--- src/rtl/ptld_pkg.sv ---
`default_nettype none
package ptld_pkg;
  localparam int COORD_W = 24;
  localparam int DIR_W   = 16;
  localparam int DIST_W  = 26;
  localparam int V_W     = COORD_W + 1;
  localparam int PROD_W  = DIR_W + V_W;
  localparam int CROSS_W = PROD_W + 1;
  localparam int MAG_W   = PROD_W;
  localparam int LO_W    = (MAG_W + 1) / 2;
  localparam int HI_W    = MAG_W - LO_W;
  localparam int SQ_W    = 2 * MAG_W;
  localparam int NUM_W   = SQ_W + 2;
  localparam int DEN_W   = 2 * DIR_W;
  localparam int T_W     = DIST_W + DEN_W;
  localparam int ACC_W   = T_W + DIST_W + 2;

  typedef struct packed {
    logic signed [COORD_W-1:0] origin_x;
    logic signed [COORD_W-1:0] origin_y;
    logic signed [COORD_W-1:0] origin_z;
    logic signed [DIR_W-1:0]   dir_x;
    logic signed [DIR_W-1:0]   dir_y;
    logic signed [DIR_W-1:0]   dir_z;
    logic signed [COORD_W-1:0] point_x;
    logic signed [COORD_W-1:0] point_y;
    logic signed [COORD_W-1:0] point_z;
  } in_t;

  typedef struct packed {
    logic [DIST_W-1:0] distance;
    logic              zero_direction;
  } out_t;

  typedef struct packed {
    logic [ACC_W-1:0]  rem;
    logic [T_W-1:0]    t;
    logic [DEN_W-1:0]  den;
    logic [DIST_W-1:0] r;
    logic              zero;
  } root_t;
endpackage
`default_nettype wire

--- src/rtl/ptld_root_step.sv ---
`default_nettype none
module ptld_root_step #(
  parameter int BIT = 0
) (
  input  wire logic            clk,
  input  wire logic            rst,
  input  wire logic            en,
  input  wire logic            in_vld,
  input  wire ptld_pkg::root_t in_item,
  output logic                 out_vld,
  output ptld_pkg::root_t      out_item
);
  import ptld_pkg::*;

  logic [ACC_W-1:0] delta;
  logic             take;
  root_t            item_next;

  // (r + 2^b)^2 den - r^2 den = (2 r den + 2^b den) 2^b
  always_comb begin
    delta = ((ACC_W'(in_item.t) << 1) + (ACC_W'(in_item.den) << BIT)) << BIT;
    take  = (delta <= in_item.rem);
    item_next = in_item;
    if (take) begin
      item_next.rem    = in_item.rem - delta;
      item_next.t      = in_item.t + (T_W'(in_item.den) << BIT);
      item_next.r[BIT] = 1'b1;
    end
  end

  always_ff @(posedge clk) begin
    if (rst) begin
      out_vld <= 1'b0;
    end else if (en) begin
      out_vld <= in_vld;
    end
  end

  always_ff @(posedge clk) begin
    if (en) begin
      out_item <= item_next;
    end
  end
endmodule
`default_nettype wire

--- config.mk ---
export PLATFORM = sky130hd
export DESIGN_NAME = ptld_root_step
export DESIGN_NICKNAME = d
export VERILOG_FILES = /design/src/rtl/ptld_pkg.sv /design/src/rtl/ptld_root_step.sv
export SDC_FILE = /design/constraint.sdc
export NUM_CORES = 1
export LEC_CHECK = 0
export BUFFER_PORTS_ARGS = -buffer_cell sky130_fd_sc_hd__buf_2
export CAP_MARGIN = 20
export CELL_PAD_IN_SITES_DETAIL_PLACEMENT = 1
export CELL_PAD_IN_SITES_GLOBAL_PLACEMENT = 1
export CORE_ASPECT_RATIO = 2
export CORE_UTILIZATION = 41
export CTS_CLUSTER_DIAMETER = 40
export DETAILED_ROUTE_END_ITERATION = 8
export GPL_ROUTABILITY_DRIVEN = 1
export PLACE_DENSITY = 0.85
export RECOVER_POWER = 100
export SETUP_SLACK_MARGIN = 0.3
export SLEW_MARGIN = 10
export SYNTH_ARGS = -nofsm -noshare
export SYNTH_HDL_FRONTEND = slang
export SYNTH_SLANG_ARGS = --single-unit
--- constraint.sdc ---
create_clock -name clk -period 7.64 [get_ports clk]
set_input_delay 0.382 -clock clk [delete_from_list [all_inputs] [get_ports clk]]
set_output_delay 0.382 -clock clk [all_outputs]
set_load 0.05 [all_outputs]
# After elaboration in Yosys (flattened, before gate mapping)
# Index checks and enable logic that the tools add are counted.
[classes]
n_addsub = 3
order_cmp = 1
mux = 1
[ops]
columns = ["cell", "count"]
rows = [
  ["$mux 144", 1],
  ["$le 60x86->1", 1],
  ["$sub 86x60->86", 1],
  ["$add 59x32->60", 1],
  ["$add 58x32->58", 1],
]
[word_totals]
out_inout_bits = 204
reg_bits = 204
inputBits = 207

# Depth between registers and ports, before layout
[logic_depth]
depth_word = 3
depth_mapped = 28

# Least setup slack after synthesis
# Ideal clock, no wire load.
[synth_timing]
path_type = "input port to flip-flop"
from = "input port in_item[37] (netlist bit)"
to = "register out_item[93] (netlist bit) (data pin)"
cell_stages = 23
arrival_ns = 5.248
setup_ns = 0.258
slack_ns = 2.135
path_cell_list = "ha_1 > a21oi_1 > o21ai_2 > a2111oi_0 > o31ai_1 > a21o_1 > a21o_1 > a211o_1 > a21oi_1 > o21ai_0 > xnor2_1 > ha_1 > clkbuf_1 > nand4_1 > or2_0 > or4b_4 > a211oi_2 > nor2_1 > buf_2 > a21oi_2 > buf_4 > nand3_1 > xnor2_1"
[synth_lines]
columns = ["item", "line_no", "source"]
rows = [
  ["from (decl)", "ptld_root_step.sv:9", "input wire ptld_pkg::root_t in_item,"],
  ["to (signal assigned)", "ptld_root_step.sv:41", "out_item <= item_next;"],
  ["to (decl)", "ptld_root_step.sv:11", "output ptld_pkg::root_t out_item"],
]

==> qor.json <==
{
  "place": {
    "placed_cells_incl_taps": 2541,
    "dp_hpwl_mm": 51.7,
    "port_buffers": 410,
    "worst_case_setup_slack_after_placement_ns": 0.382,
    "post_place_instance_area_sq_mm": 0.0182,
    "gp_routability_congestion": 0.978
  },
  "timing": {
    "timing.setup.tns_ns": 0,
    "timing.final.setup_violations": 0,
    "period_utilisation_layout_pct": 92.1,
    "report.final.hold_viol_count": 0,
    "report.final.slew_viol_count": 209,
    "hold_ws_ns": 0.0261,
    "clock.fmax_ghz": 0.142,
    "max_slew.worst_pin.slew_ns": 4.36,
    "grt_setup_unrepaired": "false",
    "skew_ns": 0,
    "final_worst_path_setup_slack_ns": 0.604,
    "min_period_ns": 7.04,
    "timing.slew.headroom_pct": -191
  },
  "cts": {
    "buffer_depth_of_the_longest_clock_path": 3,
    "postCtsSetupRepairBufs": 0,
    "path_clk_slew_ns": 0.07,
    "cts_root_buf": "sky130_fd_sc_hd__clkbuf_16",
    "maximum_level_of_the_cts_h_tree": 1,
    "cts_hold_buffers": 26,
    "cts_inserted_buffers": 26,
    "numClockSinks": 204,
    "worstSkewPairLatency_ns": 0.55,
    "cts_tree": "yes",
    "ctsResizeCount": 0
  },
  "hold_path": {
    "worstHoldStart": "in_item[11]",
    "hold-path-cell-count": 1,
    "hold_path_end": "out_item[11]$_DFFE_PP_",
    "path_category_of_the_worst_min_delay_check": "input port to flip-flop"
  },
  "synth": {
    "synth-xor-area-share_pct": 10.6,
    "netlist_top_cells_count": "223 x sky130_fd_sc_hd__a21oi_1, 203 x sky130_fd_sc_hd__edfxtp_1, 173 x sky130_fd_sc_hd__nor2_1",
    "yosys.area.top_type": "sky130_fd_sc_hd__edfxtp_1",
    "synth_area_in_compound_gates_pct": 19.3,
    "synth_warnings": 0,
    "synth_top_area_share_pct": 38.9,
    "synth.ff_latch_count": 204,
    "postSynthNetCount": 2043,
    "share_of_synthesized_cell_area_in_full_adder_half_adder_and_majority_cells_pct": 10.2,
    "synth_cells": 1710,
    "syn-cell-area_sq_mm": 0.0157,
    "postSynth.topFlopCell": "sky130_fd_sc_hd__edfxtp_1",
    "synth.yosys.seq_area_share_pct": 39.0,
    "synth_top_family_by_area": "compound AO/OA/AOI/OAI gates",
    "ys_types": 85,
    "synth_most_common_cell": "sky130_fd_sc_hd__a21oi_1",
    "average_footprint_of_a_synthesized_cell_sq_um": 9.16,
    "post_synth_and_or_nand_nor_area_fraction_pct": 17.7,
    "synth_mux_area_share_pct": 0.279,
    "asyncSetResetFlopFracSynth_pct": 0,
    "synth-edff-count": 203,
    "synth.area.top_cells": "sky130_fd_sc_hd__edfxtp_1 39%, sky130_fd_sc_hd__ha_1 9.8%, sky130_fd_sc_hd__a21oi_1 7.1%"
  },
  "flow_run": {
    "cap_viol_max_count": 3
  },
  "pwr": {
    "power.switching_mw": 2.06,
    "power.internal_mw": 2.74,
    "power.density_cell_area_mw_per_mm2": 252,
    "vdd.ir_drop.worst_uv": 162,
    "clk_pwr_share_pct": 26.5,
    "seqPwrFrac_pct": 31.8,
    "switching_share_pct": 42.9,
    "static-leakage-power_nw": 7.48,
    "comb_power_share_pct": 41.8
  },
  "die": {
    "die_span_in_x_um": 140,
    "core-area_sq_mm": 0.0378,
    "die-area_sq_mm": 0.0391,
    "pin_count": 411,
    "rows": 101,
    "die_y_extent_um": 278,
    "start_util_pct": 41.5
  },
  "worst_setup_path": {
    "startpoint_type": "input port",
    "regToRegSetupSlack_ns": 6.90,
    "critPathCaptureType": "flip-flop",
    "worst_r2r_startpoint": "out_vld$_SDFFE_PP0P_",
    "reg2reg_depth": 2,
    "timing.critical_path.required_ns": 7.94,
    "reg2reg_end": "out_vld$_SDFFE_PP0P_",
    "biggest_fanout_along_the_worst_timing_path": 10,
    "timing.setup.critical_path_class": "input port to flip-flop",
    "worst_path_arrival_time_ns": 7.33
  },
  "global_routing": {
    "grt_pass1_wl_mm": 94.9,
    "grt.overflow.total": 0,
    "pin_count_of_the_biggest_net_entering_global_routing": 79,
    "track_usage_pct": 32.3,
    "initial_antenna_violation_count": 6,
    "first_global_vias": 16754
  },
  "route": {
    "drc": 0,
    "routed_wire_length_per_instance_um": 24.6,
    "dr.pass1.iters": 6,
    "dr_total_vias": 15562,
    "drt.antenna.violating_nets": 0,
    "via_per_inst": 5.94,
    "routed_wl_mm": 64.5,
    "drt_iter0_markers": 507
  },
  "final_layout": {
    "area_delta_synth_final_pct": 21.5,
    "nets": 2465,
    "final_design_area_no_fill_sq_mm": 0.0190,
    "post_route_cells_drive_above_1_share_pct": 12.0,
    "final_cell_count_no_fill": 2620
  },
  "run_status": {
    "outcome": "finished, violations left",
    "violations": "max-capacitance violations, max-slew violations"
  }
}
-- registers in the layout, indices dropped and copies added, names as in the netlist --
name,count
out_vld,1
out_item,203
-- cells in the final DEF (no fill, tap or decap), drive strengths merged, types with 14 or more instances in the layout --
cell type	count
nor2	174
inv	43
buf	194
dlygate4sd3	26
nor3	28
nand2	161
and3	16
xnor2	100
edfxtp	203
nor2b	18
nand3	46
nor4	18
nand2b	21
a211oi	14
o21bai	16
o21a	17
a21o	45
nand4	50
o21ai	99
ha	123
clkbuf	273
a21oi	224
a31oi	19
xor2	89
-- power by group through the flow --
stage / Combinational (mW) / Sequential, mW / Clock [mW]
after floorplan: 0.830 / 2.11 / 0
after global placement: 1.98 / 1.53 / 0
after detailed placement: 2.02 / 1.53 / 0
after CTS: 2.05 / 1.51 / 1.29
after global routing: 2.12 / 1.54 / 1.32
final: 2.00 / 1.52 / 1.27
-- layer usage --
layer	track usage (%)	wire length (um)	up-vias	part of all wire (%)
met5	0	17	-	0.026
met4	26.6	5680	2	8.8
met3	4.28	2890	236	4.5
met2	64.8	35700	563	55
met1	27.4	20100	7587	31
li1	-	-	7174	-
-- critical path, stage by stage --
cell and delay, ns:
sky130_fd_sc_hd__clkbuf_1 0.14, sky130_fd_sc_hd__ha_1 0.40, sky130_fd_sc_hd__nand2_1 0.09, sky130_fd_sc_hd__o211ai_1 0.33, sky130_fd_sc_hd__a2111oi_0 0.22, sky130_fd_sc_hd__o31ai_1 0.81, sky130_fd_sc_hd__a2111oi_2 0.19, sky130_fd_sc_hd__o41ai_1 0.70
sky130_fd_sc_hd__a21boi_2 0.22, sky130_fd_sc_hd__nor2_2 0.45, sky130_fd_sc_hd__nand2_1 0.13, sky130_fd_sc_hd__xor2_1 0.17, sky130_fd_sc_hd__ha_1 0.46, sky130_fd_sc_hd__nand2_1 0.24, sky130_fd_sc_hd__or4_1 0.65, sky130_fd_sc_hd__nand3b_1 0.20
sky130_fd_sc_hd__nor3b_1 0.20, sky130_fd_sc_hd__nor4_1 0.09, sky130_fd_sc_hd__a21bo_1 0.24, sky130_fd_sc_hd__nor2_2 0.15, sky130_fd_sc_hd__or2_1 0.39, sky130_fd_sc_hd__nor4_1 0.30, sky130_fd_sc_hd__xor2_1 0.13
-- worst max path at each step --
stage                      startpoint                       to  slack [ns]
after detailed placement  in_item[30]  out_item[114]$_DFFE_PP_        0.38
after global placement    in_item[30]  out_item[114]$_DFFE_PP_        0.45
after global routing      in_item[30]  out_item[135]$_DFFE_PP_        0.30
after CTS                 in_item[30]  out_item[114]$_DFFE_PP_        0.86
after floorplan           in_item[37]   out_item[93]$_DFFE_PP_        2.13
final                     in_item[30]  out_item[116]$_DFFE_PP_        0.60
-- through the flow --
stage	power [mW]	utilization [%]
2_1_floorplan	2.94	-
3_3_place_gp	3.51	48.2
3_5_place_dp	3.55	48.2
4_1_cts	4.85	51.3
5_1_grt	4.98	50.4
6_report	4.80	50.4
-- cell type report --
| type | instances | area, sq um |
|---|---|---|
| fillers | 4587 | 18700 |
| flip-flops and latches | 204 | 6120 |
| clock buffers | 31 | 691 |
| well taps | 463 | 579 |
| clock inverters | 17 | 193 |
| multi-input cells | 1399 | 9080 |
| repair buffers | 462 | 2220 |
| inverters | 39 | 146 |
| diodes | 5 | 12.5 |
-- logic make-up (layout without fill, tap and decap cells) --
kind of cell,count (synthesis),after routing
AOI/OAI and AO/OA,500,500
other,0,5
xor gates and xnor gates,189,189
adders and majority gates,126,126
DFF,204,204
and+or+nand+nor,580,580
buffers and inverters,107,549
muxes,4,4
Power figures use the tool's default switching activity.
